[src/design/ashc_pkg.sv]
// ashc_pkg: shared types and constants for the asymmetric soft/hard clipper
// holds the register map, the config struct and the knee operation codes
// no dependencies
`timescale 1ns / 1ps

package ashc_pkg;

  // register indexes on the config port
  localparam logic [2:0] REG_CLIP_MODE  = 3'd0;
  localparam logic [2:0] REG_DRIVE      = 3'd1;
  localparam logic [2:0] REG_POS_THR    = 3'd2;
  localparam logic [2:0] REG_NEG_THR    = 3'd3;
  localparam logic [2:0] REG_HARD_THR   = 3'd4;
  localparam logic [2:0] REG_POST_SLOPE = 3'd5;

  // register reset values
  localparam logic [15:0] DRIVE_RST      = 16'd2048;
  localparam logic [15:0] POS_THR_RST    = 16'd20316;
  localparam logic [15:0] NEG_THR_RST    = 16'd21955;
  localparam logic [15:0] HARD_THR_RST   = 16'd32768;
  localparam logic [15:0] POST_SLOPE_RST = 16'd0;

  // drive is Q5.11: unity and the 30.0 cap
  localparam logic [15:0] DRIVE_ONE = 16'd2048;
  localparam logic [15:0] DRIVE_MAX = 16'd61440;

  // knee denominator is formed in Q.24
  localparam int KNEE_FRAC = 24;
  // scaled excess width (excess below 32.0 in Q.24)
  localparam int EKW = 29;
  // denominator width (1 + e^2 below 2^11 in Q.24)
  localparam int DW = 35;

  // what the last stage does with the knee quotient
  typedef enum logic [1:0] {
    OP_PASS,
    OP_ADD,
    OP_SUB
  } knee_op_t;

  typedef struct packed {
    logic        clip_mode;
    logic [15:0] drive;
    logic [15:0] pos_thr;
    logic [15:0] neg_thr;
    logic [15:0] hard_thr;
    logic [15:0] post_slope;
  } cfg_t;

endpackage

[src/design/ashc_div_cell.sv]
// ashc_div_cell: one restoring-division cell, settles quotient bit K
// carries the item's base value and knee operation alongside
// depends on ashc_pkg (knee_op_t, DW)
`timescale 1ns / 1ps

module ashc_div_cell #(
  parameter int W = 24,
  parameter int K = 0
) (
  input  logic                    clk,
  input  logic                    rst_n,
  input  logic                    in_valid,
  input  logic [W+35:0]           in_rem,
  input  logic [ashc_pkg::DW-1:0] in_den,
  input  logic [W-1:0]            in_q,
  input  logic signed [W+5:0]     in_base,
  input  ashc_pkg::knee_op_t      in_op,
  output logic                    out_valid,
  output logic [W+35:0]           out_rem,
  output logic [ashc_pkg::DW-1:0] out_den,
  output logic [W-1:0]            out_q,
  output logic signed [W+5:0]     out_base,
  output ashc_pkg::knee_op_t      out_op
);

  localparam int CW = W + 36;

  logic [CW-1:0] dsh;
  logic          ge;
  logic          valid_r;
  logic [CW-1:0] rem_r;
  logic [ashc_pkg::DW-1:0] den_r;
  logic [W-1:0]  q_r;
  logic signed [W+5:0] base_r;
  ashc_pkg::knee_op_t  op_r;

  // trial subtract of the shifted divisor
  assign dsh = CW'(in_den) << K;
  assign ge  = in_rem >= dsh;

  always_ff @(posedge clk) begin
    if (!rst_n) begin
      valid_r <= 1'b0;
    end else begin
      valid_r <= in_valid;
    end
    rem_r  <= ge ? (in_rem - dsh) : in_rem;
    q_r    <= {in_q[W-2:0], ge};
    den_r  <= in_den;
    base_r <= in_base;
    op_r   <= in_op;
  end

  assign out_valid = valid_r;
  assign out_rem   = rem_r;
  assign out_den   = den_r;
  assign out_q     = q_r;
  assign out_base  = base_r;
  assign out_op    = op_r;

endmodule

[config.mk]
export PLATFORM = sky130hd
export DESIGN_NAME = ashc_div_cell
export DESIGN_NICKNAME = d
export VERILOG_FILES = /design/src/design/ashc_pkg.sv /design/src/design/ashc_div_cell.sv
export SDC_FILE = /design/constraint.sdc
export NUM_CORES = 1
export LEC_CHECK = 0
export BUFFER_PORTS_ARGS = -buffer_cell sky130_fd_sc_hd__buf_2
export CORE_ASPECT_RATIO = 0.75
export CORE_MARGIN = 2
export CORE_UTILIZATION = 46
export CTS_CLUSTER_SIZE = 10
export DETAILED_ROUTE_END_ITERATION = 16
export PLACE_DENSITY = 0.82
export SYNTH_ARGS = -nofsm -noshare
export SYNTH_HDL_FRONTEND = slang
export SYNTH_SLANG_ARGS = --single-unit
export TNS_END_PERCENT = 10
[constraint.sdc]
create_clock -name clk -period 2.87 [get_ports clk]
set_input_delay 0.1435 -clock clk [delete_from_list [all_inputs] [get_ports clk]]
set_output_delay 0.1435 -clock clk [all_outputs]
set_load 0.1 [all_outputs]
# Word-level counts from Yosys, hierarchy flattened
# Cells that the tools add are included.
dict set report totals {
  regBits 152
  output_inout_bits 152
  wordCells 9
  in_bits 154
}
dict set report classes {
  n_lt_le_gt_ge 1
  mux 1
  addsub 1
}
# cell count
set op_table {}
lappend op_table {{$ge 60x35->1} 1}
lappend op_table {{$mux 60} 1}
lappend op_table {{$sub 60x35->60} 1}

# Depth between registers and ports, before layout
dict set report depth {
  ltp_word 2
  depth_mapped 12
  ltp_nobuf 12
}

# Worst setup path before layout
# Ideal clock, no wire load.
dict set report synth_path {
  path_kind {input-to-reg}
  startpoint {in in_den[7] (netlist name)}
  endpoint {reg rem_r[59], in the netlist out_rem[59]}
  t_required_ps 2752
  setup_ps 118
  arrival_time_ps 2405
  stages 10
  path_slack_ps 347
  path_cell_list {inv_1 > ha_1 > and3_1 > nand4_1 > or4_1 > o31ai_2 > o21bai_4 > nor3b_4 > nand4b_1 > xnor2_1}
}
dict set report synth_between {
  elab_chain_cells 2
  word_cells_on_any_way 3
}
# element line
set synth_lines {}
lappend synth_lines {{start, declared} ashc_div_cell.sv:14} ;# input logic [ashc_pkg::DW-1:0] in_den,
lappend synth_lines {{$sub 60x35->60 or $ge 60x35->1 (tied branches)} {ashc_div_cell.sv:47, ashc_div_cell.sv:39}}
lappend synth_lines {{$mux 60 (*)} ashc_div_cell.sv:47} ;# rem_r <= ge ? (in_rem - dsh) : in_rem;
lappend synth_lines {{end signal, assigned} ashc_div_cell.sv:47}
lappend synth_lines {{end, declared} ashc_div_cell.sv:31} ;# logic [CW-1:0] rem_r;
# Mark *: on every way between the ends. The rest lies on a longest branch, timed or not.
# A chain may end at the register's enable or synchronous reset.

# Worst setup path after layout
dict set report layout_path {
  startpoint {in in_rem[25]}
  endpoint {reg rem_r[54], in the netlist out_rem[54]}
}
dict set report layout_between {
  elab_chain_cells 2
  word_cells_on_any_way 3
}
# element line
set layout_lines {}
lappend layout_lines {{start, declared} ashc_div_cell.sv:13} ;# input logic [W+35:0] in_rem,
lappend layout_lines {{$sub 60x35->60 or $ge 60x35->1 (tied branches)} {ashc_div_cell.sv:47, ashc_div_cell.sv:39}}
lappend layout_lines {{$mux 60 (*)} ashc_div_cell.sv:47}
# Marked as above.

==> results.py <==
metrics = {
    "synth": {
        "synth_ff_type": "dfxtp_1",
        "synth_compound_area_share_pct": 15.1,
        "netlist_area_sq_um": 6200,
        "synth_seq_cells": 152,
        "synthAdderAreaFrac_pct": 7.38,
        "muxShareOfSynthArea_pct": 0.907,
        "synth_edf_count": 0,
        "synth-simple-area-share_pct": 15.8,
        "synthXorXnorAreaFrac_pct": 8.05,
        "synthCells": 655,
        "yosysSeqAreaShare_pct": 49.0,
        "synth_warnings": 0,
        "synth_top_family_by_area": "simple AND/OR/NAND/NOR gates",
        "synthArstFlopShare_pct": 0,
        "avgSynthCellArea_sq_um": 9.47,
        "synth_fp_nets": 845,
        "yosysUniqueCellTypes": 55,
    },
    "drt": {
        "drt_iter0_drc": 556,
        "wl_per_cell_um": 18.6,
        "wl_met2_um": 12000,
        "drt_first_pass_iters": 6,
        "avgViaCountPerCell": 5.29,
        "drt-met1-wl_um": 9340,
        "topRoutingLayerUsed": "met4",
        "dr_wl_met3_um": 2100,
        "wl_um": 24600,
        "vias": 6999,
        "ant_nets": 0,
        "drcViolationCount": 0,
    },
    "sta": {
        "setup_viol": 3,
        "final_hold_viol_count": 0,
        "worstMarginPinSlew_ns": 0.761,
        "setup_slack_ns": -0.0574,
        "fin_crit_sh_pct": 102,
        "tns_ns": -0.0746,
        "rsz0062_at_grt": "true",
        "fmax_ghz": 0.342,
        "hold_ws_ns": 0.00567,
        "drv_slew": 0,
        "period_needed_ns": 2.93,
        "max_slew_margin_pct": 48.8,
    },
    "flow_run": {
        "drv_cap": 0,
    },
    "worst_setup_path": {
        "cp_max_fo": 3,
        "cp-startpoint": "in_rem[25]",
        "end_kind": "flip-flop",
        "critPathLaunchType": "input port",
        "worstPathArrival_ns": 3.27,
        "worstSetupPathType": "input port to flip-flop",
        "cp.required_ns": 3.21,
    },
    "cells_and_area": {
        "drive_gt1_share_pct": 37.0,
        "final_util_pct": 79.7,
        "nets": 1328,
        "final_cell_mix": "buf_2 (299), dfxtp_1 (152), dlygate4sd3_1 (134)",
        "mostFrequentLayoutCell": "buf_2",
        "final_cell_area_sq_um": 10400,
        "seq_area_sq_um": 3040,
        "multi_input_area_sq_um": 3190,
        "stdcell_count": 1323,
        "syn_to_final_growth_pct": 67.7,
        "num-fill-cells": 800,
    },
    "clocking": {
        "h-tree-depth": 4,
        "clock_path_buffers": 2,
        "cts_made_buffers": 17,
        "cts_tree": "done",
        "path_clk_slew_ns": 0.07,
        "cts_root_buffer": "clkbuf_16",
        "clock_sinks": 152,
    },
    "place": {
        "dp_cells": 1155,
        "gp_congestion": 0.928,
        "portBuffers": 304,
        "placed_area_sq_um": 8180,
        "hpwl_um": 15000,
    },
    "grt": {
        "grt_usage_pct": 32.2,
        "grt_max_degree": 23,
        "grt.overflow.total": 0,
        "grt_antenna_before_repair": 1,
        "grt_pass1_wl_um": 37000,
        "grt_pass1_vias": 7080,
    },
    "run_status": {
        "status": "finished with violations",
        "violations": "negative setup slack",
    },
    "die": {
        "num_io_pins": 306,
        "fp.dieW_um": 138,
        "die_area_sq_um": 14400,
        "core_sq_um": 13100,
        "floorplan.initialDensity_pct": 47.5,
        "die_h_um": 105,
        "core.rowCount": 36,
    },
    "power_and_ir_drop": {
        "leakage_nw": 4.97,
        "vdd_drop_max_v": 0.000528,
        "p_per_area_nw_per_um2": 715,
    },
    "min_path": {
        "hold_path_startpoint": "in_rem[34]",
        "hold_path_class": "input port to flip-flop",
    },
}
## area by class of cell
cell class                 count  area share [%]
clock inverter                14            1.54
sequential                   152            29.2
tap                          171            2.06
clock buffer                  18            4.12
multi-input combinational    443            30.7
antenna                        1          0.0240
inverter                      44            1.59
timing repair buffer         480            30.7
## flip-flops by register name (all words and copies together) (netlist names)
| register | flops |
|---|---|
| out_rem | 60 |
| out_den | 35 |
| out_base | 30 |
| out_q | 24 |
| out_op | 2 |
| out_valid | 1 |
## through the flow
stage,setup slack [ns],power (W)
global placement,-0.0965,0.00490
detailed placement,-0.0996,0.00492
finish,-0.0574,0.00744
floorplan,0.347,0.00440
global route,-0.117,0.00765
CTS,0.00110,0.00731
## power breakdown
group / internal, W / switching, W
Sequential: 0.00232 / 0.0000610
Combinational: 0.000662 / 0.00211
Clock: 0.00130 / 0.000988
## worst max-delay path, cell delays in order
cell and delay [ns]:
dlygate4sd3_1 0.63, ha_4 0.31, nand4_1 0.22, nor3_4 0.23, nand4_1 0.21, buf_4 0.20
o31ai_4 0.25, buf_4 0.15, nand4_1 0.26, nor4_2 0.44, xor2_1 0.22
## path summary, 6_finish.rpt
| kind | to | cells past startpoint |
|---|---|---|
| worst max-delay path | out_rem[54] | 11 |
| worst min-delay path | out_rem[34] | 3 |
## synthesized netlist by cell type, types with 13 or more instances
cell type,n,share of area [%]
xor2_1,21,3.0
nor3_1,13,1.0
nand2_1,40,2.4
inv_1,44,2.7
xnor2_1,36,5.1
nand4_1,14,1.4
o21ai_0,22,1.8
ha_1,35,7.1
nor2_1,58,3.5
dfxtp_1,152,49
a21oi_1,75,6.0
nand3_1,14,1.1
## timing repair
action | CTS | global route
setup buffers | 0 | 5
hold buffers | 134 | 1
endpoints found under the setup margin | 0 | 50
hold endpoints to repair | 133 | 1
resized for setup | 0 | 55
## logic make-up (layout without fill, tap and decap cells)
kind of cell,Yosys count,after routing
and+or+nand+nor,192,192
AOI/OAI and AO/OA,153,153
DFF,152,152
buffers and inverters,60,556
xor gates and xnor gates,57,57
adders and majority gates,36,36
muxes,5,5
other,0,1
## metal layers
metal  track usage (%)  vias to the layer above
li1                  -                     3240
met1              37.5                     3202
met2              55.1                      439
met3              8.62                      118
met4              16.0                        0
met5                 0                        -
No activity file was read; power rests on OpenSTA's default activity.
