`src/design/ashc_pkg.sv`:
```
// ashc_pkg: shared types and constants for the asymmetric soft/hard clipper
// holds the register map, the config struct and the knee operation codes
// no dependencies
`timescale 1ns / 1ps

package ashc_pkg;

  // register indexes on the config port
  localparam logic [2:0] REG_CLIP_MODE  = 3'd0;
  localparam logic [2:0] REG_DRIVE      = 3'd1;
  localparam logic [2:0] REG_POS_THR    = 3'd2;
  localparam logic [2:0] REG_NEG_THR    = 3'd3;
  localparam logic [2:0] REG_HARD_THR   = 3'd4;
  localparam logic [2:0] REG_POST_SLOPE = 3'd5;

  // register reset values
  localparam logic [15:0] DRIVE_RST      = 16'd2048;
  localparam logic [15:0] POS_THR_RST    = 16'd20316;
  localparam logic [15:0] NEG_THR_RST    = 16'd21955;
  localparam logic [15:0] HARD_THR_RST   = 16'd32768;
  localparam logic [15:0] POST_SLOPE_RST = 16'd0;

  // drive is Q5.11: unity and the 30.0 cap
  localparam logic [15:0] DRIVE_ONE = 16'd2048;
  localparam logic [15:0] DRIVE_MAX = 16'd61440;

  // knee denominator is formed in Q.24
  localparam int KNEE_FRAC = 24;
  // scaled excess width (excess below 32.0 in Q.24)
  localparam int EKW = 29;
  // denominator width (1 + e^2 below 2^11 in Q.24)
  localparam int DW = 35;

  // what the last stage does with the knee quotient
  typedef enum logic [1:0] {
    OP_PASS,
    OP_ADD,
    OP_SUB
  } knee_op_t;

  typedef struct packed {
    logic        clip_mode;
    logic [15:0] drive;
    logic [15:0] pos_thr;
    logic [15:0] neg_thr;
    logic [15:0] hard_thr;
    logic [15:0] post_slope;
  } cfg_t;

endpackage

```
`src/design/ashc_front.sv`:
```
// ashc_front: five-stage front end of the clipper
// drive gain, knee select, hard clip, excess squaring, divider operands
// depends on ashc_pkg (cfg_t, knee_op_t, knee constants)
`timescale 1ns / 1ps

module ashc_front #(
  parameter int W = 24
) (
  input  logic                   clk,
  input  logic                   rst_n,
  input  ashc_pkg::cfg_t         cfg,
  input  logic                   in_valid,
  input  logic signed [W-1:0]    in_x,
  output logic                   out_valid,
  output logic [W+35:0]          out_rem,
  output logic [ashc_pkg::DW-1:0] out_den,
  output logic signed [W+5:0]    out_base,
  output ashc_pkg::knee_op_t     out_op
);

  localparam int F  = W - 1;
  localparam int BW = W + 6;
  localparam int EW = F + 5;
  localparam int CW = W + 36;
  localparam int DW = ashc_pkg::DW;
  localparam int EKW = ashc_pkg::EKW;
  localparam int KF = ashc_pkg::KNEE_FRAC;

  // stage 0: input capture
  logic                  v0_r;
  logic signed [W-1:0]   x_r;

  always_ff @(posedge clk) begin
    if (!rst_n) begin
      v0_r <= 1'b0;
    end else begin
      v0_r <= in_valid;
    end
    x_r <= in_x;
  end

  // stage 1: drive gain and hard clip excess
  logic signed [W+16:0]  dprod;
  logic signed [W+16:0]  dround;
  logic signed [BW-1:0]  xs_nxt;
  logic signed [W+1:0]   t;
  logic signed [W+1:0]   xe;
  logic signed [W+1:0]   d_nxt;
  logic signed [BW-1:0]  hb_nxt;
  logic                  v1_r;
  logic signed [BW-1:0]  xs_r;
  logic signed [W+1:0]   d_r;
  logic signed [BW-1:0]  hb_r;

  always_comb begin
    dprod  = x_r * $signed({1'b0, cfg.drive});
    dround = dprod + $signed((W+17)'(1024));
    if (cfg.drive > ashc_pkg::DRIVE_ONE) begin
      xs_nxt = BW'(dround >>> 11);
    end else begin
      xs_nxt = BW'(x_r);
    end
    t  = $signed((W+2)'(cfg.hard_thr) << (F - 15));
    xe = (W+2)'(x_r);
    if (xe > t) begin
      d_nxt  = xe - t;
      hb_nxt = BW'(t);
    end else if (xe < -t) begin
      d_nxt  = xe + t;
      hb_nxt = -BW'(t);
    end else begin
      d_nxt  = '0;
      hb_nxt = BW'(xe);
    end
  end

  always_ff @(posedge clk) begin
    if (!rst_n) begin
      v1_r <= 1'b0;
    end else begin
      v1_r <= v0_r;
    end
    xs_r <= xs_nxt;
    d_r  <= d_nxt;
    hb_r <= hb_nxt;
  end

  // stage 2: knee selection, hard clip slope
  logic signed [BW-1:0]  p;
  logic signed [BW-1:0]  n;
  logic signed [W+18:0]  hp;
  logic signed [W+18:0]  hround;
  logic [EW-1:0]         e_nxt;
  logic signed [BW-1:0]  b2_nxt;
  ashc_pkg::knee_op_t    op2_nxt;
  logic                  v2_r;
  logic [EW-1:0]         e2_r;
  logic signed [BW-1:0]  b2_r;
  ashc_pkg::knee_op_t    op2_r;

  always_comb begin
    p      = $signed(BW'(cfg.pos_thr) << (F - 15));
    n      = $signed(BW'(cfg.neg_thr) << (F - 15));
    hp     = d_r * $signed({1'b0, cfg.post_slope});
    hround = hp + $signed((W+19)'(16384));
    e_nxt   = '0;
    b2_nxt  = xs_r;
    op2_nxt = ashc_pkg::OP_PASS;
    if (cfg.clip_mode) begin
      b2_nxt = hb_r + BW'(hround >>> 15);
    end else if (xs_r > p) begin
      e_nxt   = EW'(xs_r - p);
      b2_nxt  = p;
      op2_nxt = ashc_pkg::OP_ADD;
    end else if (xs_r < -n) begin
      e_nxt   = EW'(-n - xs_r);
      b2_nxt  = -n;
      op2_nxt = ashc_pkg::OP_SUB;
    end
  end

  always_ff @(posedge clk) begin
    if (!rst_n) begin
      v2_r <= 1'b0;
    end else begin
      v2_r <= v1_r;
    end
    e2_r  <= e_nxt;
    b2_r  <= b2_nxt;
    op2_r <= op2_nxt;
  end

  // stage 3: excess moved to Q.24 and squared
  logic [EKW-1:0]        ek;
  logic                  v3_r;
  logic [2*EKW-1:0]      sq_r;
  logic [EW-1:0]         e3_r;
  logic signed [BW-1:0]  b3_r;
  ashc_pkg::knee_op_t    op3_r;

  if (F > KF) begin : g_ek_round
    assign ek = EKW'((e2_r + (EW'(1) << (F - KF - 1))) >> (F - KF));
  end else if (F == KF) begin : g_ek_same
    assign ek = EKW'(e2_r);
  end else begin : g_ek_shift
    assign ek = EKW'(e2_r) << (KF - F);
  end

  always_ff @(posedge clk) begin
    if (!rst_n) begin
      v3_r <= 1'b0;
    end else begin
      v3_r <= v2_r;
    end
    sq_r  <= ek * ek;
    e3_r  <= e2_r;
    b3_r  <= b2_r;
    op3_r <= op2_r;
  end

  // stage 4: denominator 1 + e^2 and rounded numerator
  logic [2*EKW-1:0]      sqr;
  logic [DW-1:0]         den;
  logic [CW-1:0]         num;
  logic                  v4_r;
  logic [CW-1:0]         rem_r;
  logic [DW-1:0]         den_r;
  logic signed [BW-1:0]  b4_r;
  ashc_pkg::knee_op_t    op4_r;

  always_comb begin
    sqr = sq_r + ((2*EKW)'(1) << (KF - 1));
    den = (DW'(1) << KF) + DW'(sqr >> KF);
    num = (CW'(e3_r) << KF) + CW'(den >> 1);
  end

  always_ff @(posedge clk) begin
    if (!rst_n) begin
      v4_r <= 1'b0;
    end else begin
      v4_r <= v3_r;
    end
    rem_r <= num;
    den_r <= den;
    b4_r  <= b3_r;
    op4_r <= op3_r;
  end

  assign out_valid = v4_r;
  assign out_rem   = rem_r;
  assign out_den   = den_r;
  assign out_base  = b4_r;
  assign out_op    = op4_r;

endmodule

```
`config.mk`:
```
export PLATFORM = sky130hd
export DESIGN_NAME = ashc_front
export DESIGN_NICKNAME = d
export VERILOG_FILES = /design/src/design/ashc_pkg.sv /design/src/design/ashc_front.sv
export SDC_FILE = /design/constraint.sdc
export NUM_CORES = 2
export LEC_CHECK = 0
export BUFFER_PORTS_ARGS = -buffer_cell sky130_fd_sc_hd__clkbuf_2
export CAP_MARGIN = 20
export CORE_MARGIN = 2
export CORE_UTILIZATION = 55
export DETAILED_ROUTE_END_ITERATION = 10
export PLACE_DENSITY = 0.82
export SLEW_MARGIN = 20
export SYNTH_ARGS = -nofsm -noshare
export SYNTH_HDL_FRONTEND = slang
export SYNTH_SLANG_ARGS = --single-unit
```
`constraint.sdc`:
```
create_clock -name clk -period 12.1 [get_ports clk]
set_input_delay 2.42 -clock clk [delete_from_list [all_inputs] [get_ports clk]]
set_output_delay 2.42 -clock clk [all_outputs]
set_load 0.02 [all_outputs]
```
# Word level (Yosys, flattened, before mapping)

Index checks and enable logic that the tools add are counted.

Bitwise gates (word level): 0
Order comparisons: 5
Multiply operators: 3
Shift-type cells: 0
Add/subtract/negate cells: 13
Divide/modulo/power cells: 0
Equal/unequal tests: 0
Multiplexer cells: 12
Reduce and logical (&&, ||, !) cells: 1

Operators with widths:

| operator                                                                          | number |
|---|---|
| 30-bit two-way mux                                                                | 5 |
| 24-bit negator with 30-bit output                                                 | 2 |
| 58-bit by 24-bit adder with 58-bit output, second input constant                  | 1 |
| 28-bit by 28-bit multiplier with 56-bit output                                    | 1 |
| 28-bit two-way mux                                                                | 2 |
| 52-bit by 34-bit adder with 53-bit output                                         | 1 |
| 26-bit two-way mux                                                                | 2 |
| 43-bit by 16-bit adder with 43-bit output, second input constant                  | 1 |
| 26-bit by 17-bit multiplier with 43-bit output                                    | 1 |
| 41-bit by 12-bit adder with 41-bit output, second input constant                  | 1 |
| 24-bit by 17-bit multiplier with 41-bit output                                    | 1 |
| 25-bit by 34-bit adder with 35-bit output, first input constant                   | 1 |
| 30-bit by 28-bit adder with 30-bit output                                         | 1 |
| 30-bit by 25-bit greater-than comparator with 1-bit output                        | 1 |
| 30-bit < comparator                                                               | 1 |
| 28-bit by 25-bit subtractor with 28-bit output                                    | 1 |
| 28-bit subtractor                                                                 | 1 |
| 24-bit by 25-bit adder with 26-bit output                                         | 1 |
| 24-bit by 26-bit < comparator with 1-bit output                                   | 1 |
| 24-bit negator with 26-bit output                                                 | 1 |
| 24-bit by 25-bit subtractor with 26-bit output                                    | 1 |
| 24-bit by 25-bit greater-than comparator with 1-bit output                        | 1 |
| 24-bit two-way mux                                                                | 1 |
| 16-bit by 12-bit greater-than comparator with 1-bit output, second input constant | 1 |
| other kinds (3)                                                                   | 3 |

Memory bits (writable): 0
Output and inout port bits: 128
Memory bits (read-only): 0
Latch bits: 0
Memories: 0
Input port bits: 108
Register bits after elaboration: 411
Logic and storage cells: 56

# Logic depth before layout (Yosys ltp)

Depth in word-level cells: 5
Gate-level depth with buffers: 36
Mapped depth without buffers: 35

# Least setup slack after synthesis

No wires, ideal clock.

Path type: input -> register
Start point: in cfg[2] in the netlist's numbering
End point: reg b2_r[29]
Cell stages on the path: 33
Required time: 11972 ps
Setup time: 128 ps
Arrival time: 10119 ps
Buffers on the path: 1
Slack: 1853 ps
Path through: clkbuf_1 > nand2_1 > fa_1 > fa_1 > fa_1 > inv_1 > fa_1 > fa_1 > inv_1 > fa_1 > inv_1 > ha_1 > a21oi_1 > nor2b_1 > a2111oi_0 > a211oi_1 > o211ai_1 > a21oi_1 > o21ai_0 > nand2b_1 > a21oi_1 > xnor2_1 > ha_1 > nand2_1 > nor2_1 > a221o_1 > a311oi_1 > o31ai_1 > a31oi_1 > o21ai_0 > a31oi_1 > xnor2_1 > mux2i_1

Word-level cells in the longest chain between the ends: 4

Ends and longest elaborated chain:

| element                                        | RTL line          | source |
|---|---|---|
| start: declaration                             | ashc_front.sv:11  | `input ashc_pkg::cfg_t cfg,` |
| 26-bit by 17-bit multiplier with 43-bit output | ashc_front.sv:104 | `hp = d_r * $signed({1'b0, cfg.post_slope});` |
| 43-bit by 16-bit adder with 43-bit output      | ashc_front.sv:105 | `hround = hp + $signed((W+19)'(16384));` |
| 30-bit by 28-bit adder with 30-bit output      | ashc_front.sv:110 | `b2_nxt = hb_r + BW'(hround >>> 15);` |
| 30-bit two-way mux                             | ashc_front.sv:109 | `if (cfg.clip_mode) begin` |
| net b2_nxt[29]                                 | ashc_front.sv:94  | `logic signed [BW-1:0] b2_nxt;` |
| end signal: assignment                         | ashc_front.sv:129 | `b2_r <= b2_nxt;` |
| end: declaration                               | ashc_front.sv:98  | `logic signed [BW-1:0] b2_r;` |

The timed path passes the listed nets, and every way through them passes these cells.
A chain may end at the register's enable or synchronous reset.

# Worst setup path in the final report

Same ends and word-level chain as after synthesis.

==> key figures <==
Outcome
  • Outcome: complete, no violations

Worst setup path
  • Reg-to-reg setup timing slack: 2.51 ns
  • Worst-path maximum fanout: 26
  • Critical R2R Launch: d_r[10]$_DFF_P_
  • R2r endpoint: b2_r[29]$_DFF_P_
  • Worst Setup Start Kind: primary input
  • Crit Path Class: in -> reg
  • CP arrival: 11.42 ns
  • Worst path slowest cell: nor4_1
  • Crit end category: flip-flop
  • Critical path data required time: 12.61 ns
  • Worst reg2reg path depth: 32
  • CP most frequent cell: fa_1
  • CP peak stage delay: 0.67 ns

Synth
  • Synth Flop Type: dfxtp_1
  • Post-synth top cells: inv_1, fa_1, nand2_1
  • Top cells by area, synth: fa_1, ha_1, dfxtp_1
  • Yosys reg bits: 366
  • Synthesized area: 66800 sq um
  • Warnings, synthesis: 0
  • EDFF count, synth: 0
  • Yosys top cell by area: fa_1
  • Async set-or-reset flop fraction in the synthesized netlist: 0%
  • Top cell type's share of synthesized area: 41.5%
  • Most frequent cell after synthesis: inv_1
  • Post-synthesis sequential area ratio: 11.0%
  • Post-synth cell types: 75
  • Mapped Cells: 7237
  • Syn avg cell area: 9.23 sq um

Clocking
  • Clock transition at the registers of the reported paths: 0.07 ns
  • Post-CTS Setup Repair Bufs: 0
  • Clock Path Buffers: 3
  • Root Buffer: clkbuf_16
  • H-tree Lvls: 2
  • Worst skew pair latency: 0.65 ns
  • CTS tree: done
  • CTS resizes: 0
  • CTS Sinks: 366
  • CTS buffer count: 41
  • Cts hold-fix bufs: 0

Worst hold path
  • Hold path depth: 0
  • Hold path start: b2_r[3]$_DFF_P_
  • Worst Hold End: b3_r[3]$_DFF_P_
  • Worst min-delay path class: reg -> reg

Finish
  • Layout cell share with drive strength beyond 1: 5.54%
  • Final Net Count: 9419
  • Non-filler instance count after layout: 8958
  • Footprint of the multi-input gates: 51800 sq um
  • FILL cells: 10000
  • Layout area overhead: 6.16%
  • Register area: 7330 sq um
  • Util after Layout: 59.0%

Floorplanning
  • Placement row count: 127
  • Die Area: 124000 sq um
  • Die height: 353 um
  • Die Wd: 353 um
  • Initial core utilization: 55.6%
  • Number of I/O pins: 236
  • Core area: 120000 sq um

Detailed routing
  • DR iter-0 viols: 4060
  • Drc violations: 0
  • DR vias/cell: 5.58
  • Vias: 50000
  • Post-DR wirelength/cell: 20.3 um
  • First-pass iteration count of the detailed router: 6
  • Post-route ant nets: 0
  • Routed wire length: 182000 um

GRT
  • Largest net degree at the start of global routing: 54
  • GRT Util Overall: 30.0%
  • Initial antenna violation count: 5
  • First-pass GRT wire length: 291000 um
  • Vias in the first global route: 54300
  • GRT Residual Overflow: 0

Place
  • Port bufs: 228
  • Dpl cells: 8883
  • Detailed placement HPWL: 145000 um
  • Gpl congestion: 0.970

Timing
  • RSZ-0062 raised after global routing: false
  • Worst Skew: 0.0413 ns
  • Fmax: 91.7 MHz
  • Fin. Hold Viols: 0
  • Worst slew margin: 25.8%
  • Slew of the pin with the lowest slew margin: 1.11 ns
  • Fin crit share: 90.2%
  • Fin Setup TNS: 0 ns
  • Fin crit period: 10.91 ns
  • Final setup viols: 0
  • Hold slack: 0.316 ns
  • Pins Over Slew Limit: 0

Job
  • MaxCap Viol Count: 0
-- layer usage --
metal / share of wire, % / vias to the layer above / GRT usage [%]
li1: - / 21900 / -
met1: 38 / 25100 / 38.3
met2: 47 / 2465 / 49.1
met3: 10 / 578 / 6.07
met4: 5.5 / 0 / 14.0
met5: 0 / - / 0
-- how the worst max path moves through the flow --
stage	startpoint	to	slack [ns]	cells after the start
6_report	cfg[2]	b2_r[29]$_DFF_P_	1.19	33
5_1_grt	cfg[2]	b2_r[29]$_DFF_P_	0.46	35
4_1_cts	cfg[2]	b2_r[29]$_DFF_P_	1.27	35
3_5_place_dp	cfg[2]	b2_r[29]$_DFF_P_	0.64	35
3_3_place_gp	cfg[2]	b2_r[29]$_DFF_P_	0.78	33
2_1_floorplan	cfg[2]	b2_r[29]$_DFF_P_	1.85	33
-- flip-flops by register name, summed over array words and instances (netlist names), 24 cells and up --
name,count
x_r,24
out_rem,29
d_r,26
e3_r,28
xs_r,30
hb_r,30
sq_r,35
out_base,30
e2_r,28
out_den,35
b2_r,30
b3_r,30
-- kinds of logic after synthesis --
kind of cell / count (synthesis) / share of synthesized area, %
flip-flops: 366 / 11.0
AND/OR/NAND/NOR: 1865 / 13.9
other: 1 / 0.00561
XOR/XNOR: 267 / 3.50
adder cells (fa/ha/maj): 1997 / 53.0
AO/OA/AOI/OAI: 685 / 6.61
buffers and inverters: 2026 / 11.6
multiplexers: 30 / 0.455
-- worst max-delay path: cells and delay by family --
family | cells | cell delay, ns
fa+ha+maj | 8 | 3.62
mux | 1 | 0.09
compound gates | 14 | 3.15
simple gates | 5 | 1.37
xor+xnor | 1 | 0.15
buf+inv | 4 | 0.61
-- cell usage in the layout, fill, tap and decap left out, drive strengths merged, types with 105 or more instances in the layout --
cell	instances
inv	1750
fa	1385
nand2	687
ha	612
and2	595
dfxtp	366
clkbuf	276
nor2	239
a21oi	211
xnor2	162
o21ai	127
xor2	105
-- cell type report --
type / instances / share of cell area [%]
repair buffers: 302 / 2.39
diodes: 1 / 0.00353
clock inverters: 26 / 0.577
multi-input cells: 4851 / 73.0
clock buffers: 48 / 1.54
well taps: 1612 / 2.84
flip-flops and latches: 366 / 10.3
inverters: 1752 / 9.27
-- per-stage QoR --
step	area [sq um]	setup WS [ns]
2_1_floorplan	66800	1.85
3_3_place_gp	69400	0.785
3_5_place_dp	69400	0.645
4_1_cts	70900	1.27
5_1_grt	70900	0.456
6_report	70900	1.19
Power is left out: the tool's default activity adds up to more than one toggle a clock period on the data nets, which glitch-free logic cannot reach.
