### src/design/ashc_pkg.sv
// ashc_pkg: shared types and constants for the asymmetric soft/hard clipper
// holds the register map, the config struct and the knee operation codes
// no dependencies
`timescale 1ns / 1ps

package ashc_pkg;

  // register indexes on the config port
  localparam logic [2:0] REG_CLIP_MODE  = 3'd0;
  localparam logic [2:0] REG_DRIVE      = 3'd1;
  localparam logic [2:0] REG_POS_THR    = 3'd2;
  localparam logic [2:0] REG_NEG_THR    = 3'd3;
  localparam logic [2:0] REG_HARD_THR   = 3'd4;
  localparam logic [2:0] REG_POST_SLOPE = 3'd5;

  // register reset values
  localparam logic [15:0] DRIVE_RST      = 16'd2048;
  localparam logic [15:0] POS_THR_RST    = 16'd20316;
  localparam logic [15:0] NEG_THR_RST    = 16'd21955;
  localparam logic [15:0] HARD_THR_RST   = 16'd32768;
  localparam logic [15:0] POST_SLOPE_RST = 16'd0;

  // drive is Q5.11: unity and the 30.0 cap
  localparam logic [15:0] DRIVE_ONE = 16'd2048;
  localparam logic [15:0] DRIVE_MAX = 16'd61440;

  // knee denominator is formed in Q.24
  localparam int KNEE_FRAC = 24;
  // scaled excess width (excess below 32.0 in Q.24)
  localparam int EKW = 29;
  // denominator width (1 + e^2 below 2^11 in Q.24)
  localparam int DW = 35;

  // what the last stage does with the knee quotient
  typedef enum logic [1:0] {
    OP_PASS,
    OP_ADD,
    OP_SUB
  } knee_op_t;

  typedef struct packed {
    logic        clip_mode;
    logic [15:0] drive;
    logic [15:0] pos_thr;
    logic [15:0] neg_thr;
    logic [15:0] hard_thr;
    logic [15:0] post_slope;
  } cfg_t;

endpackage

### src/design/ashc_regs.sv
// ashc_regs: APB-style config register file of the clipper
// depends on ashc_pkg (register map, cfg_t)
`timescale 1ns / 1ps

module ashc_regs (
  input  logic               clk,
  input  logic               rst_n,
  input  logic               psel,
  input  logic               penable,
  input  logic               pwrite,
  input  logic [4:0]         paddr,
  input  logic [31:0]        pwdata,
  output logic [31:0]        prdata,
  output logic               pready,
  output ashc_pkg::cfg_t     cfg
);

  ashc_pkg::cfg_t cfg_r;
  ashc_pkg::cfg_t cfg_nxt;
  logic           wr_en;
  logic [2:0]     idx;

  assign wr_en  = psel & penable & pwrite;
  assign idx    = paddr[4:2];
  assign pready = 1'b1;
  assign cfg    = cfg_r;

  // write decode, drive clamped to 30.0
  always_comb begin
    cfg_nxt = cfg_r;
    if (wr_en) begin
      case (idx)
        ashc_pkg::REG_CLIP_MODE:  cfg_nxt.clip_mode = pwdata[0];
        ashc_pkg::REG_DRIVE: begin
          if (pwdata[15:0] > ashc_pkg::DRIVE_MAX) begin
            cfg_nxt.drive = ashc_pkg::DRIVE_MAX;
          end else begin
            cfg_nxt.drive = pwdata[15:0];
          end
        end
        ashc_pkg::REG_POS_THR:    cfg_nxt.pos_thr    = pwdata[15:0];
        ashc_pkg::REG_NEG_THR:    cfg_nxt.neg_thr    = pwdata[15:0];
        ashc_pkg::REG_HARD_THR:   cfg_nxt.hard_thr   = pwdata[15:0];
        ashc_pkg::REG_POST_SLOPE: cfg_nxt.post_slope = pwdata[15:0];
        default: ;
      endcase
    end
  end

  always_ff @(posedge clk) begin
    if (!rst_n) begin
      cfg_r.clip_mode  <= 1'b0;
      cfg_r.drive      <= ashc_pkg::DRIVE_RST;
      cfg_r.pos_thr    <= ashc_pkg::POS_THR_RST;
      cfg_r.neg_thr    <= ashc_pkg::NEG_THR_RST;
      cfg_r.hard_thr   <= ashc_pkg::HARD_THR_RST;
      cfg_r.post_slope <= ashc_pkg::POST_SLOPE_RST;
    end else begin
      cfg_r <= cfg_nxt;
    end
  end

  // read back
  always_comb begin
    case (idx)
      ashc_pkg::REG_CLIP_MODE:  prdata = {31'd0, cfg_r.clip_mode};
      ashc_pkg::REG_DRIVE:      prdata = {16'd0, cfg_r.drive};
      ashc_pkg::REG_POS_THR:    prdata = {16'd0, cfg_r.pos_thr};
      ashc_pkg::REG_NEG_THR:    prdata = {16'd0, cfg_r.neg_thr};
      ashc_pkg::REG_HARD_THR:   prdata = {16'd0, cfg_r.hard_thr};
      ashc_pkg::REG_POST_SLOPE: prdata = {16'd0, cfg_r.post_slope};
      default:                  prdata = 32'd0;
    endcase
  end

endmodule

### config.mk
export PLATFORM = sky130hd
export DESIGN_NAME = ashc_regs
export DESIGN_NICKNAME = d
export VERILOG_FILES = /design/src/design/ashc_pkg.sv /design/src/design/ashc_regs.sv
export SDC_FILE = /design/constraint.sdc
export NUM_CORES = 1
export LEC_CHECK = 0
export BUFFER_PORTS_ARGS = -buffer_cell sky130_fd_sc_hd__buf_2
export CAP_MARGIN = 20
export CORE_ASPECT_RATIO = 1.5
export CORE_MARGIN = 2
export CORE_UTILIZATION = 49
export DETAILED_ROUTE_END_ITERATION = 8
export HOLD_SLACK_MARGIN = 0.08
export PLACE_DENSITY = 0.8
export SETUP_SLACK_MARGIN = 0.15
export SYNTH_ARGS = -nofsm -noshare
export SYNTH_HDL_FRONTEND = slang
export SYNTH_SLANG_ARGS = --single-unit
### constraint.sdc
create_clock -name clk -period 1.9 [get_ports clk]
set_clock_uncertainty 0.05 [all_clocks]
set_input_delay 0.38 -clock clk [delete_from_list [all_inputs] [get_ports clk]]
set_output_delay 0.38 -clock clk [all_outputs]
set_load 0.05 [all_outputs]
* Word-level counts from Yosys, hierarchy flattened
Index checks and enable logic that the tools add are counted.
** Cells by class
- Add/subtract/negate cells :: 0
- Multiply operators :: 0
- Divide/modulo/power cells :: 0
- $lt $le $gt $ge :: 1
- Equality and inequality tests :: 5
- Shift operators :: 0
- Muxes and demuxes :: 2
- Bitwise operators :: 2
- Reduce and logical (&&, ||, !) cells :: 7
** Operators by type and width (number)
- $pmux 16 s6 :: 1
- $gt 16x16->1 const B :: 1
- $mux 16 :: 1
- $reduce_and 2->1 :: 6
- $eq 3x2->1 const B :: 2
- $eq 3x3->1 const B :: 2
- $eq 3x1->1 const B :: 1
- $logic_not 3->1 :: 1
- $and 1x1->1 :: 2
** Storage, ports and cells
- Flip-flop bits (word level) :: 81
- Latch bits :: 0
- Bits in writable memories :: 0
- ROM bits :: 0
- Bits of input ports :: 42
- Output and inout port bits :: 114
- Logic and storage cells :: 23
- Memories kept :: 0

* Logic depth before layout (Yosys ltp)
Gate-level depths: netlist of run 1.
- Depth after elaboration :: 3
- Mapped depth :: 6
- Gate-level depth less buffers :: 3

* Worst setup path after synthesis of run 1
Ideal clock, no wire load.
- Path kind :: input to output
- From :: in paddr[2]
- To :: out prdata[10]
- Arrival :: 1.935 ns
- Required time :: 1.470 ns
- Path slack :: -0.465 ns
- Cell stages on the path :: 5
- Buffers on the path :: 2
- Cell sequence :: buf_4 nor2b_1 clkbuf_1 a22oi_1 o22ai_1
** Between the ends
- Cells in the longest elaborated chain, start to end :: 2
- Elaborated cells on any way between the ends :: 7
- Those cells by class :: eq/ne: 5; mux: 1; reduce/logical: 1
** RTL lines
- start: declaration :: line ashc_regs.sv:11 : input logic [4:0] paddr,
- $eq 3x3->1, or another cell as far along :: line ashc_regs.sv:65 : case (idx)
- $pmux 16 s6 * :: line ashc_regs.sv:65
- end: declaration :: line ashc_regs.sv:13 : output logic [31:0] prdata,
Mark *: on every way between the ends. The rest lies on a longest branch, timed or not.

* Final worst setup path of run 1
- From :: in paddr[3]
- To :: out prdata[10]
The elaborated chain is that of the path after synthesis.

==> metrics.txt, run 1 <==
setup ws final 0.0347 ns; Routed WL per cell 19.5 microns; type of origin of the critical path input port; H-tree depth 3; Max-Cap Viols 0; crit path DAT 1.44 ns; Rows 40; GP Congestion 0.849; fin. max-slew vios 0; post-synthesis async set-or-reset flop share 0%; fin crit share 98.2%; Synth-to-Final Area Change 46.2%; clock buffer count from CTS 9; commonest non-fill, non-tap cells in the layout buf_2 (102), nand3_1 (58), dfxtp_1 (51); Relative slew margins 57.3%; Detail Placement HPWL 8.82 mm; Remaining DRCs 0; vias in the first global route 4,169; drt via density 6.10; DP Worst Slack -0.150 ns; Diodes inserted 0; RSZ-0062 raised after global routing true; Post-synth EDFFs 0; Clock Path Buffers 2; reg2reg setup slack 1.06 ns; Total GRT Usage 30.7%; Die Span Y 114 microns; Finished Layout Cells 700; Port Buffer Count 120; Final Hold Vio Count 0; max FFs per register 81; Cell variety after synth 34; Die Wd 77.6 microns; CTS root buffer clkbuf_16; hold_ws 0.301 ns; worst ir drop on vdd 487 uV; Worst Reg2Reg Path Length in Cells 3; first-pass GRT wire length 21.5 mm; via count 4,268; Pleak 2.44 nW; Netlist Area Pre-Place 0.00398 sq mm; Initial Utilization 50.0%; Min Clock Period, post-route 1.87 ns; total power 4.36 mW; CTS tree built; run status completed; Remaining Overflow, GRT 0; hold wc startpoint pwdata[11]; Max FO, Critical Path 7; ratio of cells with drive above 1 in the final layout 45.7%; Syn Inst Count 463; Initial DRC Count 379; Post-Syn Area per Cell 8.60 sq um; Peak Freq 0.536 GHz; Hold Path End cfg[43]; YS warnings 0; Main synth FF type dfxtp_1; Hold Crit Depth 3; Slew @ Worst Pin 0.641 ns; post-route design area 0.00582 sq mm; Reg clk slew, reported paths 0.06 ns; final setup fails 0; final-layout fill cell count 515; Total Wirelength 13.6 mm; Crit Reg-Reg Endpoint cfg[65]; clk_lat worst skew 0.34 ns; critical path class in2out; Yosys reg bits 81; Critical R2R Launch cfg[65]; critical path capture point type primary output; drt first pass iters 5; Core Region 0.00796 sq mm; largest net degree at the start of global routing 50; initial antenna violation count 0; Post-DP Area 0.00513 sq mm; CTS sink cnt 81; ANT nets after route 0; num ports 156; pwr/cell area 750 mW/mm^2; sequential area share after synthesis 40.7%; Final nets 632; CP required 1.47 ns; most common cell after layout, fill and taps aside buf_2; type of the most critical hold path in2reg; placed cell count 669; die area 0.00887 sq mm
==> cell usage after synthesis, drive strengths merged, types with 10 or more instances <==
| library cell | number | area share [%] |
|---|---|---|
| dfxtp | 81 | 41 |
| nand3 | 59 | 7.7 |
| nand2 | 49 | 4.6 |
| o21ai | 49 | 6.2 |
| mux2i | 46 | 12 |
| buf | 34 | 6.1 |
| a21oi | 29 | 3.6 |
| clkbuf | 29 | 2.7 |
| a22oi | 17 | 3.2 |
| mux2 | 17 | 4.8 |
| o22ai | 16 | 2.5 |
| nand4 | 10 | 1.6 |
==> routing by layer <==
metal | track usage [%] | up-vias | routed length [microns]
met4 | 19.4 | 0 | 631
met1 | 37.7 | 2066 | 5160
met5 | 0 | - | 0
met2 | 49.4 | 249 | 6830
li1 | - | 1900 | -
met3 | 5.52 | 53 | 1000
==> power breakdown <==
group          total [mW]  internal, mW  switching [mW]  leakage [nW]
Combinational       0.730         0.247           0.483          1.62
Clock                1.91          1.22           0.691         0.162
Sequential           1.73          1.71          0.0131         0.662
Total                4.36          3.18            1.19          2.44
==> area by class of cell <==
class | count | area (sq um) | share of cell area [%]
multi-input cells | 332 | 2460 | 42.2
clock inverters | 5 | 77.6 | 1.33
flip-flops and latches | 81 | 1660 | 28.5
repair buffers | 164 | 1230 | 21.2
well taps | 105 | 131 | 2.26
clock buffers | 11 | 253 | 4.34
inverters | 2 | 7.51 | 0.129
==> logic make-up (layout without fill, tap and decap cells) <==
kind of cell | count (synthesis) | in the layout | synth area share [%]
multiplexers | 63 | 63 | 16.4
AND/OR/NAND/NOR | 135 | 135 | 17.1
other | 2 | 17 | 0.189
flip-flops | 81 | 81 | 40.7
AO/OA/AOI/OAI | 117 | 117 | 16.6
buffers and inverters | 65 | 182 | 8.99
==> how the worst max path moves through the flow <==
stage              from          to  slack (ns)  cells after the start
6_report       paddr[3]  prdata[10]        0.03                      6
3_5_place_dp   paddr[2]     cfg[75]       -0.15                      7
4_1_cts        paddr[3]   prdata[8]        0.02                      7
5_1_grt        paddr[3]  prdata[12]       0.005                      6
2_1_floorplan  paddr[3]  prdata[13]        0.15                      5
3_3_place_gp   paddr[3]   prdata[5]       -0.09                      6
==> worst max-delay path: stages <==
cell and delay, ns:
buf_12 0.12, buf_12 0.14, mux2_4 0.30, a22oi_2 0.24
o22ai_4 0.10, buf_6 0.16
==> per-stage QoR <==
stage,utilization (%),setup TNS (ns)
final,73.1,0
after global routing,73.1,0
after CTS,72.7,0
after detailed placement,64.4,-5.09
after global placement,64.4,-3.22
after floorplan,-,0
==> what timing repair did <==
item / in CTS / in global routing
endpoints found under the hold margin: 0 / 0
gates resized for setup: 59 / 9
pin swaps: 22 / 10
setup buffers: 11 / 2
hold buffers: 0 / 0
cloned: 2 / 0
setup endpoints to repair: 16 / 18
(Power assumes the default switching activity.)
==> run 2: changes to the inputs <==
--- a/config.mk
+++ b/config.mk
@@ -9,10 +9,11 @@
 export CAP_MARGIN = 20
 export CORE_ASPECT_RATIO = 1.5
 export CORE_MARGIN = 2
-export CORE_UTILIZATION = 49
+export CORE_UTILIZATION = 51
+export CTS_BUF_LIST = sky130_fd_sc_hd__clkbuf_2 sky130_fd_sc_hd__clkbuf_4 sky130_fd_sc_hd__clkbuf_8
 export DETAILED_ROUTE_END_ITERATION = 8
 export HOLD_SLACK_MARGIN = 0.08
-export PLACE_DENSITY = 0.8
+export PLACE_DENSITY = 0.83
 export SETUP_SLACK_MARGIN = 0.15
 export SYNTH_ARGS = -nofsm -noshare
 export SYNTH_HDL_FRONTEND = slang
==> run 2 against run 1 <==
  * Design area down 2.7%
  * Final cell count down 0.57%
  * Sequential share of layout area up 0.80 points
  * Maximum frequency down 0.87%
  * Via count up 2.0%
  * Hold slack worse by 0.036 ns
  * First-iteration DRC count up 10%
  * Core utilization up 1.2 points
  * Non-clock buffer count down 1
==> metrics.txt, run 2 (same netlist as run 1, synthesis figures left out) <==
run status completed; Hold Path End cfg[57]; ANT nets after route 0; RSZ-0062 raised after global routing true; CTS sink cnt 81; Port Buffer Count 120; worst ir drop on vdd 495 uV; vias in the first global route 4,247; drt via density 6.25; Max-Cap Viols 0; P_sw 1.12 mW; Rows 39; Routed WL per cell 20.3 microns; Synth-to-Final Area Change 42.3%; GP Congestion 0.885; via count 4,352; Slew @ Worst Pin 0.632 ns; most common cell after layout, fill and taps aside buf_2; CTS root buffer clkbuf_8; Relative slew margins 57.8%; critical path class reg2out; commonest non-fill, non-tap cells in the layout buf_2 (102), nand3_1 (58), dfxtp_1 (51); Comb power frac 19.4%; placed cell count 661; critical path cell sequence mux2_4, a22oi_2, o22ai_4, buf_6; setup ws final 0.0183 ns; clk_lat worst skew 0.35 ns; fin crit share 99.0%; hold wc startpoint rst_n; Critical R2R Launch cfg[74]; Min Clock Period, post-route 1.88 ns; max FFs per register 81; post-route design area 0.00566 sq mm; Initial Utilization 52.3%; Diodes inserted 0; Final Hold Vio Count 0; ratio of cells with drive above 1 in the final layout 44.9%; total power 3.73 mW; H-tree depth 3; Die Wd 76.1 microns; Total Wirelength 14.1 mm; register share of total power 46.3%; Final nets 631; fin util 74.4%; Crit path largest cell delay 0.34 ns; CTS tree built; Post-DP Area 0.00506 sq mm; first-pass GRT wire length 21.9 mm; Core Region 0.00761 sq mm; Die Span Y 112 microns; type of the most critical hold path in2reg; critical path capture point type primary output; largest net degree at the start of global routing 50; final setup fails 0; crit path DAT 1.45 ns; Clock Path Buffers 2; drt first pass iters 5; internal power 2.60 mW; CP delay by family, top flip-flops; proportion of power drawn by the clock network 34.3%; Crit Reg-Reg Endpoint cfg[74]; Max FO, Critical Path 3; clock buffer count from CTS 9; Finished Layout Cells 696; pwr/cell area 658 mW/mm^2; num ports 156; die area 0.00854 sq mm; Worst Reg2Reg Path Length in Cells 3; fin. max-slew vios 0; Hold Crit Depth 2; CP required 1.47 ns; Initial DRC Count 418; Pleak 2.39 nW; crit path max-delay cell type dfxtp_2; DP Worst Slack -0.0982 ns; Remaining Overflow, GRT 0; cts hold-fix bufs 0; hold_ws 0.265 ns; Switching Share 30.1%; Peak Freq 0.531 GHz; Detail Placement HPWL 8.71 mm; TNS Setup 0 ns; type of origin of the critical path flip-flop; Total GRT Usage 32.0%; Remaining DRCs 0; Reg clk slew, reported paths 0.08 ns; final-layout fill cell count 538; crit path buf inv count 1; reg2reg setup slack 1.03 ns; initial antenna violation count 0
## run 2: changes by cell type in the layout (fill, tap and decap cells not counted), moves of 2 or more
cell / delta
buf_6: -2
clkbuf_16: -9
mux2i_2: -3
clkbuf_8: +8
buf_12: -2
mux2i_1: +3
## run 2: worst register-to-register path, cell delays in order, from the launching register on
cell,delay (ns)
dfxtp_2,0.34
buf_4,0.14
o211ai_1,0.08
o21ai_0,0.13
## run 2: repair_timing
item / in CTS / in global routing
resized for setup: 61 / 2
pin swaps: 29 / 16
endpoints found under the hold margin: 0 / 0
setup buffers: 16 / 0
setup endpoints to repair: 16 / 16
cloned: 3 / 0
## run 2: worst max-delay path by stage
stage          startpoint         end  slack [ns]  cells past startpoint
5_1_grt           cfg[69]   prdata[5]       0.002                      4
2_1_floorplan    paddr[3]  prdata[13]        0.15                      5
3_5_place_dp     paddr[3]   prdata[5]        -0.1                      6
6_report          cfg[72]   prdata[8]        0.02                      4
4_1_cts           cfg[75]  prdata[11]       0.008                      4
3_3_place_gp     paddr[3]  prdata[13]       -0.09                      6
## run 2: final cells by class
class	instances	area, sq um	area share (%)
clock inverters	5	55.1	0.972
flip-flops and latches	81	1660	29.3
multi-input cells	332	2440	43.1
well taps	102	128	2.25
clock buffers	11	145	2.56
repair buffers	163	1230	21.7
inverters	2	7.51	0.133
## run 2: per-layer routing
metal | wire length [microns] | vias to the layer above | track usage [%]
li1 | - | 1903 | -
met1 | 5130 | 2026 | 37.5
met2 | 6950 | 336 | 55.0
met3 | 1240 | 87 | 4.90
met4 | 822 | 0 | 19.5
met5 | 0 | - | 0
## run 2: power by group through the flow
stage | clock network [mW] | registers, mW | logic, mW
2_1_floorplan | 0 | 1.81 | 0.460
3_3_place_gp | 0 | 1.76 | 0.624
3_5_place_dp | 0 | 1.76 | 0.635
4_1_cts | 1.28 | 1.72 | 0.705
5_1_grt | 1.34 | 1.72 | 0.747
6_report | 1.28 | 1.72 | 0.724
==> run 3: changes to the inputs <==
--- a/config.mk
+++ b/config.mk
@@ -14,6 +14,7 @@
 export DETAILED_ROUTE_END_ITERATION = 8
 export HOLD_SLACK_MARGIN = 0.08
 export PLACE_DENSITY = 0.83
+export RECOVER_POWER = 25
 export SETUP_SLACK_MARGIN = 0.15
 export SYNTH_ARGS = -nofsm -noshare
 export SYNTH_HDL_FRONTEND = slang
==> run 3 against run 2 <==
  * Total power shrank 0.15%
  * Largest cell class unchanged
  * First-iteration DRC count up 1.4%
  * Sequential cell count unchanged
  * Highest routed layer unchanged
  * Largest power group unchanged
  * Critical endpoint unchanged
  * Core utilization down 0.94 points
==> metrics.txt, run 3 (same netlist as run 1, synthesis figures left out) <==
run status completed; Pleak 2.27 nW; num ports 156; Global Route met3 Usage 4.90%; Max-Cap Viols 0; CTS sink cnt 81; Peak Freq 0.532 GHz; Slew @ Worst Pin 0.864 ns; Final nets 631; cts hold-fix bufs 0; Critical R2R Launch cfg[74]; Detail Placement HPWL 8.71 mm; Worst Reg2Reg Path Length in Cells 3; fin. max-slew vios 0; type of the most critical hold path in2reg; largest net degree at the start of global routing 50; Die Wd 76.1 microns; M1 GR Usage 37.5%; clock buffer count from CTS 9; clk_lat worst skew 0.35 ns; Relative slew margins 42.4%; critical path capture point type primary output; Die Span Y 112 microns; pwr/cell area 666 mW/mm^2; commonest non-fill, non-tap cells in the layout buf_2 (74), nand3_1 (58), dfxtp_1 (51); die area 0.00854 sq mm; Synth-to-Final Area Change 40.5%; GR Layer Usage met2 55.0%; Diodes inserted 0; Routed WL per cell 20.4 microns; Total GRT Usage 32.0%; CP startpoint cfg[72]; H-tree depth 3; initial antenna violation count 0; setup ws final 0.0198 ns; max FFs per register 81; Critical Path End prdata[8]; type of origin of the critical path flip-flop; vias in the first global route 4,247; drt first pass iters 6; Min Clock Period, post-route 1.88 ns; Crit Reg-Reg Endpoint cfg[74]; ratio of cells with drive above 1 in the final layout 39.9%; CTS tree built; RSZ-0062 raised after global routing true; CTS root buffer clkbuf_8; Remaining DRCs 0; Post-DP Area 0.00506 sq mm; crit path DAT 1.45 ns; Reg clk slew, reported paths 0.08 ns; Rows 39; Initial Utilization 52.3%; Max FO, Critical Path 3; via count 4,365; GP Congestion 0.885; critical path class reg2out; Core Region 0.00761 sq mm; ANT nets after route 0; drt via density 6.27; Port Buffer Count 120; reg2reg setup slack 1.02 ns; Total Wirelength 14.2 mm; worst ir drop on vdd 495 uV; DP Worst Slack -0.0982 ns; GR peak layer met2; most common cell after layout, fill and taps aside buf_2; fin crit share 99.0%; first-pass GRT wire length 21.9 mm; post-route design area 0.00559 sq mm; Initial DRC Count 424; Final Hold Vio Count 0; Clock Path Buffers 2; Remaining Overflow, GRT 0; final setup fails 0; CP required 1.47 ns
## run 3: repair_timing
action,in CTS,in global routing
hold endpoints to repair,0,0
pin swaps,29,16
gates resized for setup,61,2
gates cloned,3,0
setup buffers,16,0
setup endpoints to repair,16,16
## run 3: how the worst min path moves through the flow
| stage | to | start | cells after the start |
|---|---|---|---|
| finish | cfg[57] | rst_n | 2 |
| detailed placement | cfg[27] | cfg[27] | 2 |
| floorplan | cfg[15] | pwdata[15] | 2 |
| global route | cfg[62] | rst_n | 2 |
| CTS | cfg[57] | rst_n | 2 |
| global placement | cfg[27] | cfg[27] | 2 |
## run 3: cell type report
type | instances | area [sq um]
multi-input cells | 332 | 2420
clock buffers | 11 | 145
fillers | 558 | 2020
well taps | 102 | 128
flip-flops and latches | 81 | 1660
repair buffers | 163 | 1170
clock inverters | 5 | 55.1
inverters | 2 | 7.51
## run 3: where the power goes
part	switching (mW)	internal [mW]
clock	0.626	0.653
combinational	0.482	0.236
sequential	0.0127	1.71
total	1.12	2.60
## run 3: per-stage QoR
step	TNS (ns)	hold slack (ns)	cells	total power [mW]	util (%)
global placement	-0.820	0.407	661	2.39	66.5
floorplan	0	0.469	478	2.27	-
finish	0	0.264	696	3.72	73.4
CTS	0	0.253	696	3.70	74.3
detailed placement	-1.07	0.412	661	2.40	66.5
global route	-0.00499	0.274	696	3.81	73.4
## run 3: metal layers
layer  routed length, microns  part of all wire, %
met2                     6980                   49
met4                      799                  5.6
met5                        0                    0
met1                     5190                   37
met3                     1200                  8.5
## run 3: critical path, stage by stage (launching register included)
cell and delay [ns]:
dfxtp_2 0.34, mux2_4 0.27, a22oi_2 0.20, o22ai_4 0.11, buf_6 0.17
